[src/hdl/vrt_pkg.sv]
// -----------------------------------------------------------------------------
// vrt_pkg
// shared types and constants for the 3d voxel ray traversal unit
// -----------------------------------------------------------------------------
package vrt_pkg;

    localparam int COORD_W = 26;
    localparam int FRAC_W  = 8;
    localparam int KEY_W   = 16;
    localparam int AD_W    = 26;
    localparam int N_W     = 16;
    localparam int PROD_W  = N_W + AD_W;
    localparam int AXES    = 3;
    localparam int AX_W    = 2;
    localparam int CELL    = 256;

    localparam int IN_DATA_W  = 160;
    localparam int OUT_DATA_W = 48;

    localparam logic [1:0] ST_KEY   = 2'd0;
    localparam logic [1:0] ST_OOB   = 2'd1;
    localparam logic [1:0] ST_SAME  = 2'd2;
    localparam logic [1:0] ST_TRUNC = 2'd3;

    localparam logic [AX_W-1:0] AX_X = 2'd0;
    localparam logic [AX_W-1:0] AX_Y = 2'd1;
    localparam logic [AX_W-1:0] AX_Z = 2'd2;

    typedef enum logic [2:0] {
        S_IDLE,
        S_SETUP,
        S_MA,
        S_MB,
        S_CMP,
        S_STEP,
        S_DECIDE,
        S_TRUNC
    } t_state;

    typedef struct packed {
        logic             en;
        logic [N_W-1:0]   a;
        logic [AD_W-1:0]  b;
    } t_mul_req;

endpackage

[src/hdl/vrt_mul.sv]
// -----------------------------------------------------------------------------
// vrt_mul
// shared boundary-distance multiplier with registered product
// -----------------------------------------------------------------------------
module vrt_mul
    import vrt_pkg::*;
(
    input  logic              i_clk,
    input  t_mul_req          i_req,
    output logic [PROD_W-1:0] o_prod
);

    logic [PROD_W-1:0] r_prod;

    always_ff @(posedge i_clk) begin
        if (i_req.en) begin
            r_prod <= PROD_W'(i_req.a) * PROD_W'(i_req.b);
        end
    end

    assign o_prod = r_prod;

endmodule

[src/hdl/voxel_ray_traversal_3d_unit.sv]
// -----------------------------------------------------------------------------
// voxel_ray_traversal_3d_unit
// 3d dda voxel walk from a ray origin to its end point
// -----------------------------------------------------------------------------
// One ray is taken at a time; o_s_axis_tready is high only while the unit is
// idle. A ray starts in a setup state, then walks step by step: each step
// makes two distance comparisons, each from two products of the single shared
// multiplier (S_MA, S_MB) and a compare (S_CMP), then the step (S_STEP) and
// its decision (S_DECIDE), which waits while the output word is stalled. The
// unit returns to idle after each ray before the next is taken, and a
// truncated ray sends its last word from S_TRUNC. Keys come out in ray order,
// the origin voxel first; the end voxel is never sent. A rejected ray (key out
// of range, or origin and end in one cell) gives one word with zero keys. A
// ray that would give more than MAX_RAY_KEYS-1 keys ends with a truncation
// word that carries the first key not sent.
module voxel_ray_traversal_3d_unit
    import vrt_pkg::*;
#(
    parameter int MAX_RAY_KEYS = 64
) (
    input  logic                  i_clk,
    input  logic                  i_rst_n,
    input  logic                  i_s_axis_tvalid,
    output logic                  o_s_axis_tready,
    // origin_x, origin_y, origin_z, end_x, end_y, end_z, 26 bits each, zero pad
    input  logic [IN_DATA_W-1:0]  i_s_axis_tdata,
    output logic                  o_m_axis_tvalid,
    input  logic                  i_m_axis_tready,
    // key_x, key_y, key_z
    output logic [OUT_DATA_W-1:0] o_m_axis_tdata,
    // status
    output logic [1:0]            o_m_axis_tuser,
    output logic                  o_m_axis_tlast
);

    localparam int CNT_W = (MAX_RAY_KEYS > 2) ? $clog2(MAX_RAY_KEYS) : 1;

    t_state r_state, n_state;

    logic [COORD_W-1:0] r_o [AXES];
    logic [COORD_W-1:0] r_e [AXES];
    logic [KEY_W-1:0]   r_cur [AXES];
    logic [KEY_W-1:0]   r_ke [AXES];
    logic [KEY_W-1:0]   r_pend [AXES];
    logic [N_W-1:0]     r_n [AXES];
    logic [AD_W-1:0]    r_ad [AXES];
    logic [AXES-1:0]    r_up;
    logic [AXES-1:0]    r_inf;
    logic [CNT_W-1:0]   r_cnt;
    logic [AX_W-1:0]    r_a, r_b;
    logic               r_phase;
    logic [AX_W-1:0]    r_dim;
    logic [PROD_W-1:0]  r_p1;

    logic               r_ovalid;
    logic [KEY_W-1:0]   r_okey [AXES];
    logic [1:0]         r_ostat;
    logic               r_olast;

    // setup values
    logic [KEY_W-1:0]   s_ko [AXES];
    logic [KEY_W-1:0]   s_ke [AXES];
    logic [N_W-1:0]     s_n [AXES];
    logic [AD_W-1:0]    s_ad [AXES];
    logic [AXES-1:0]    s_up, s_inf, s_oob_ax, s_same_ax;
    logic [COORD_W:0]   s_d [AXES];
    logic               s_oob, s_same;

    logic               can_load, out_load, lt, hit, beyond, trunc;
    logic [AXES-1:0]    hit_ax, near_ax;
    logic [AX_W-1:0]    n_idx, ad_idx;
    logic [PROD_W-1:0]  prod;
    t_mul_req           mul_req;

    always_comb begin
        for (int i = 0; i < AXES; i++) begin
            s_d[i]       = {r_e[i][COORD_W-1], r_e[i]} - {r_o[i][COORD_W-1], r_o[i]};
            s_ko[i]      = {~r_o[i][KEY_W+FRAC_W-1], r_o[i][KEY_W+FRAC_W-2:FRAC_W]};
            s_ke[i]      = {~r_e[i][KEY_W+FRAC_W-1], r_e[i][KEY_W+FRAC_W-2:FRAC_W]};
            s_oob_ax[i]  = !((r_o[i][25] == r_o[i][24]) && (r_o[i][24] == r_o[i][23])
                            && (r_e[i][25] == r_e[i][24]) && (r_e[i][24] == r_e[i][23]));
            s_same_ax[i] = (s_ko[i] == s_ke[i]);
            s_inf[i]     = (s_d[i] == '0);
            s_up[i]      = !s_d[i][COORD_W] && !s_inf[i];
            s_ad[i]      = s_d[i][COORD_W] ? AD_W'(-s_d[i]) : AD_W'(s_d[i]);
            s_n[i]       = s_up[i] ? N_W'(CELL) - N_W'(r_o[i][FRAC_W-1:0])
                                   : N_W'(r_o[i][FRAC_W-1:0]);
        end
        s_oob  = |s_oob_ax;
        s_same = &s_same_ax;
    end

    always_comb begin
        for (int i = 0; i < AXES; i++) begin
            hit_ax[i]  = (r_cur[i] == r_ke[i]);
            near_ax[i] = !r_inf[i] && (AD_W'(r_n[i]) <= r_ad[i]);
        end
        hit    = &hit_ax;
        beyond = !(|near_ax);
        trunc  = (r_cnt == CNT_W'(MAX_RAY_KEYS - 1));
    end

    // infinite t is never less than anything
    always_comb begin
        if (r_inf[r_a]) begin
            lt = 1'b0;
        end else if (r_inf[r_b]) begin
            lt = 1'b1;
        end else begin
            lt = (r_p1 < prod);
        end
    end

    assign can_load = !r_ovalid || i_m_axis_tready;

    // one read address per operand array each cycle
    assign n_idx  = (r_state == S_MA) ? r_a : r_b;
    assign ad_idx = (r_state == S_MA) ? r_b : r_a;

    always_comb begin
        mul_req.en = (r_state == S_MA) || (r_state == S_MB);
        mul_req.a  = r_n[n_idx];
        mul_req.b  = r_ad[ad_idx];
    end

    vrt_mul u_mul (
        .i_clk  (i_clk),
        .i_req  (mul_req),
        .o_prod (prod)
    );

    // next state
    always_comb begin
        n_state = r_state;
        case (r_state)
            S_IDLE: begin
                if (i_s_axis_tvalid) n_state = S_SETUP;
            end
            S_SETUP: begin
                if (s_oob || s_same) begin
                    if (can_load) n_state = S_IDLE;
                end else begin
                    n_state = S_MA;
                end
            end
            S_MA:  n_state = S_MB;
            S_MB:  n_state = S_CMP;
            S_CMP: n_state = r_phase ? S_STEP : S_MA;
            S_STEP: n_state = S_DECIDE;
            S_DECIDE: begin
                if (can_load) begin
                    if (hit || beyond) n_state = S_IDLE;
                    else if (trunc)    n_state = S_TRUNC;
                    else               n_state = S_MA;
                end
            end
            S_TRUNC: begin
                if (can_load) n_state = S_IDLE;
            end
            default: n_state = S_IDLE;
        endcase
    end

    // outputs
    always_comb begin
        o_s_axis_tready = (r_state == S_IDLE);
        o_m_axis_tvalid = r_ovalid;
        o_m_axis_tdata  = {r_okey[2], r_okey[1], r_okey[0]};
        o_m_axis_tuser  = r_ostat;
        o_m_axis_tlast  = r_olast;
        case (r_state)
            S_SETUP:           out_load = can_load && (s_oob || s_same);
            S_DECIDE, S_TRUNC: out_load = can_load;
            default:           out_load = 1'b0;
        endcase
    end

    always_ff @(posedge i_clk) begin
        if (!i_rst_n) begin
            r_state  <= S_IDLE;
            r_ovalid <= 1'b0;
        end else begin
            r_state <= n_state;
            if (out_load) begin
                r_ovalid <= 1'b1;
            end else if (i_m_axis_tready) begin
                r_ovalid <= 1'b0;
            end
        end
    end

    always_ff @(posedge i_clk) begin
        case (r_state)
            S_IDLE: begin
                for (int i = 0; i < AXES; i++) begin
                    r_o[i] <= i_s_axis_tdata[i*COORD_W +: COORD_W];
                    r_e[i] <= i_s_axis_tdata[(i+AXES)*COORD_W +: COORD_W];
                end
            end
            S_SETUP: begin
                for (int i = 0; i < AXES; i++) begin
                    r_cur[i]  <= s_ko[i];
                    r_pend[i] <= s_ko[i];
                    r_ke[i]   <= s_ke[i];
                    r_n[i]    <= s_n[i];
                    r_ad[i]   <= s_ad[i];
                end
                r_up    <= s_up;
                r_inf   <= s_inf;
                r_cnt   <= CNT_W'(1);
                r_a     <= AX_X;
                r_b     <= AX_Y;
                r_phase <= 1'b0;
                // a waiting word from the previous ray must stay intact
                if ((s_oob || s_same) && can_load) begin
                    for (int i = 0; i < AXES; i++) r_okey[i] <= '0;
                    r_ostat <= s_oob ? ST_OOB : ST_SAME;
                    r_olast <= 1'b1;
                end
            end
            S_MB: r_p1 <= prod;
            S_CMP: begin
                if (!r_phase) begin
                    r_a     <= lt ? AX_X : AX_Y;
                    r_b     <= AX_Z;
                    r_phase <= 1'b1;
                end else begin
                    r_dim <= lt ? r_a : AX_Z;
                end
            end
            S_STEP: begin
                r_cur[r_dim] <= r_cur[r_dim] + (r_up[r_dim] ? KEY_W'(1) : '1);
                r_n[r_dim]   <= r_n[r_dim] + N_W'(CELL);
            end
            S_DECIDE: begin
                if (can_load) begin
                    for (int i = 0; i < AXES; i++) begin
                        r_okey[i] <= r_pend[i];
                        r_pend[i] <= r_cur[i];
                    end
                    r_ostat <= ST_KEY;
                    r_olast <= hit || beyond;
                    r_cnt   <= r_cnt + CNT_W'(1);
                    r_a     <= AX_X;
                    r_b     <= AX_Y;
                    r_phase <= 1'b0;
                end
            end
            S_TRUNC: begin
                if (can_load) begin
                    for (int i = 0; i < AXES; i++) r_okey[i] <= r_cur[i];
                    r_ostat <= ST_TRUNC;
                    r_olast <= 1'b1;
                end
            end
            default: ;
        endcase
    end

endmodule

[config.mk]
export PLATFORM = sky130hd
export DESIGN_NAME = voxel_ray_traversal_3d_unit
export DESIGN_NICKNAME = d
export VERILOG_FILES = /design/src/hdl/vrt_pkg.sv /design/src/hdl/vrt_mul.sv /design/src/hdl/voxel_ray_traversal_3d_unit.sv
export SDC_FILE = /design/constraint.sdc
export NUM_CORES = 2
export LEC_CHECK = 0
export ABC_AREA = 1
export BUFFER_PORTS_ARGS = -buffer_cell sky130_fd_sc_hd__buf_2
export CAP_MARGIN = 0
export CORE_MARGIN = 4
export CORE_UTILIZATION = 37
export CTS_BUF_LIST = sky130_fd_sc_hd__clkbuf_16
export CTS_CLUSTER_DIAMETER = 60
export DETAILED_ROUTE_END_ITERATION = 6
export HOLD_SLACK_MARGIN = 0.05
export SYNTH_ARGS = -nofsm -noshare
export SYNTH_HDL_FRONTEND = slang
export SYNTH_SLANG_ARGS = --single-unit
[constraint.sdc]
create_clock -name i_clk -period 19.1 [get_ports i_clk]
set_input_delay 2.865 -clock i_clk [delete_from_list [all_inputs] [get_ports i_clk]]
set_output_delay 2.865 -clock i_clk [all_outputs]
set_load 0.01 [all_outputs]
==> impl_metrics.tcl <==
set metrics [dict create \
    rsz0062_at_grt "no" \
    core_sq_mm 0.131 \
    max_freq_ghz 0.0968 \
    cts_hold_buffers 0 \
    drtAntennaViolNets 0 \
    synth_edf_count 611 \
    dpl_cell_area_sq_mm 0.0521 \
    setup_tns_ns 0 \
    routed_wl_mm 152 \
    diodes 0 \
    r2r_end "u_mul.o_prod[39]" \
    grt_usage 0.219 \
    via_count 38843 \
    critPathCaptureType "flip-flop" \
    hold_viol 0 \
    start_kind "flip-flop" \
    hold_slack_ns 0.440 \
    overflow 0 \
    synth_xor_area_frac 0.0346 \
    drtIter0Drc 3316 \
    finalClockSkew_ns 0.0490 \
    ir_drop_mv 0.378 \
    maxSlewViolCount 0 \
    initial_utilization 0.372 \
    die_height_um 372 \
    crit_start "r_state[1]" \
    die-area_sq_mm 0.138 \
    synth-simple-area-share 0.200 \
    cts_resized 0 \
    grt_pass1_wl_mm 230 \
    postCtsSetupRepairBufs 0 \
    yosysWarnings 0 \
    cts-root-buf "clkbuf_16" \
    status "finished clean" \
    crit_path_max_fanout 43 \
    first_pass_iters 7 \
    relSlewSlack 0.127 \
    final_util 0.417 \
    clkSlewWorstSetupHoldPaths_ns 0.06 \
    critical-path-max-stage-delay_ns 0.97 \
    final_cell_area_sq_mm 0.0549 \
    reg2regPathDepth 38 \
    p_per_area_mw_per_mm2 208 \
    ys_seq_elements 617 \
    synth.area.mux_share 0 \
    synthArstFlopShare 0 \
    cts_tree "built" \
    syn_area_per_cell_sq_um 8.67 \
    numCtsBuffers 80 \
    cp_data_required_time_ns 19.52 \
    worst_pin_slew_ns 1.30 \
    io_pins 217 \
    first_global_vias 38604 \
    nets 6675 \
    yosysUniqueCellTypes 60 \
    p_leak_nw 25.2 \
    finalSetupViolCount 0 \
    ff2ff_setup_slack_ns 8.77 \
    synth_top_family_by_area "adder cells" \
    critPathKind "reg -> reg" \
    syn_nets 6452 \
    fin_crit_sh 0.541 \
    r2r_start "r_state[1]" \
    area_growth_pct 12.1 \
    viasPerCell 5.05 \
    die_w_um 372 \
    globalplace.congestion 0.948 \
    netlist_instances 5647 \
    clock_latency_ns 0.70 \
    grt_max_degree 136 \
    power_mw 11.4 \
    cp_common_cell "inv_1" \
    h-tree-depth 3 \
    max-cap-violations 0 \
    dp_hpwl_mm 122 \
    ys_seq_area_frac 0.377 \
    routedWlPerCell_um 19.8 \
    layout_common_cells "nand2_1 (1329), inv_1 (1061), edfxtp_1 (611)" \
    synth-adder-area-share 0.216 \
    cp.arrival_ns 10.75 \
    layout_commonest_cell "nand2_1" \
    drc 0 \
    endpoint "u_mul.o_prod[39]" \
    io_buffers 212 \
    clock_sinks 617 \
    synth_area_sq_mm 0.0489 \
    clk_path_buf_depth 3 \
    fin_crit_ns 10.33 \
    rows 133 \
    cp_slowest_cell "a32oi_1" \
    hold_path_class "reg -> reg" \
    antenna_found_initial 5 \
    ys.flop_type "edfxtp_1" \
    drive_gt1_frac 0.0910 \
    synth-compound-area-share 0.0764 \
]
critical path, delay by kind of cell, from the launching register on:
family | cells | cell delay (ns)
and+or+nand+nor | 12 | 1.49
AOI/OAI and AO/OA | 6 | 1.92
buffers and inverters | 13 | 2.80
adders and majority gates | 7 | 3.23
DFF | 1 | 0.55
per-layer routing:
layer,vias up,GRT usage,share of wire,wire length (um)
met5,-,0,0,0
met4,0,0.0634,0.030,4600
met3,250,0.0493,0.080,12100
met2,1347,0.364,0.47,71300
met1,18700,0.287,0.42,64100
li1,18546,-,-,-
cells by family after synthesis:
| family | Yosys count |
|---|---|
| adder cells (fa/ha/maj) | 641 |
| buffers and inverters | 1214 |
| flip-flops | 617 |
| AO/OA/AOI/OAI | 649 |
| XOR/XNOR | 191 |
| AND/OR/NAND/NOR | 2335 |
area by class of cell:
class | count | area, sq um
Fill cell | 13109 | 76600
Multi-Input combinational cell | 3816 | 25900
Sequential cell | 617 | 18500
Inverter | 1091 | 4100
Tap cell | 1755 | 2200
Clock buffer | 81 | 2030
Timing Repair Buffer | 264 | 1460
Clock inverter | 66 | 749
through the flow:
step                worst slack, ns  cells
detailed placement             8.90   7543
finish                         8.77   7690
global route                   8.16   7690
CTS                            8.85   7690
global placement               8.91   7543
floorplan                      5.84   5647
cell usage after synthesis (7+ instances only):
cell type | instances | area (sq um)
clkinv_1 | 14 | 52.6
nor2_2 | 20 | 125
ha_1 | 303 | 3790
o21ai_2 | 12 | 105
nand3_1 | 228 | 1140
buf_1 | 7 | 26.3
nor4_1 | 15 | 93.8
fa_1 | 338 | 6770
o211ai_1 | 24 | 180
nand3b_1 | 30 | 225
xor2_1 | 103 | 902
clkbuf_1 | 59 | 221
a31oi_1 | 18 | 113
nand2_1 | 1332 | 5000
inv_2 | 22 | 82.6
inv_1 | 1055 | 3960
nor3_1 | 57 | 285
buf_2 | 44 | 220
a32oi_1 | 9 | 78.8
nand4_1 | 63 | 394
nand2_2 | 19 | 119
o22ai_1 | 14 | 87.6
a21oi_1 | 194 | 971
xnor2_1 | 85 | 744
o21bai_1 | 15 | 113
edfxtp_1 | 611 | 18300
o21a_1 | 14 | 105
o21ai_0 | 276 | 1380
o21ai_1 | 32 | 160
or2_2 | 25 | 156
buf_6 | 7 | 78.8
nor2_1 | 515 | 1930
report_power, final:
| part | internal, mW | switching, mW | total (mW) |
|---|---|---|---|
| logic | 2.85 | 4.94 | 7.79 |
| clock network | 0.914 | 0.646 | 1.56 |
| registers | 1.99 | 0.0856 | 2.07 |
worst min-delay path by stage:
stage | startpoint | to | cells after the start
finish | u_mul.o_prod[32] | r_p1[32] | 0
floorplan | u_mul.o_prod[0] | r_p1[0] | 0
global placement | u_mul.o_prod[8] | r_p1[8] | 0
detailed placement | u_mul.o_prod[15] | r_p1[15] | 0
global route | u_mul.o_prod[32] | r_p1[32] | 0
CTS | u_mul.o_prod[32] | r_p1[32] | 0
registers in the layout, indices dropped and copies added, names as in the netlist, 3 cells and up, named ones only:
name,flops
r_e,78
r_ad,78
r_state,3
r_okey,48
r_n,64
r_pend,48
r_ke,48
r_cur,64
r_up,3
r_cnt,6
u_mul.o_prod,42
r_p1,42
r_inf,3
r_o,78
Power figures use the tool's default switching activity.
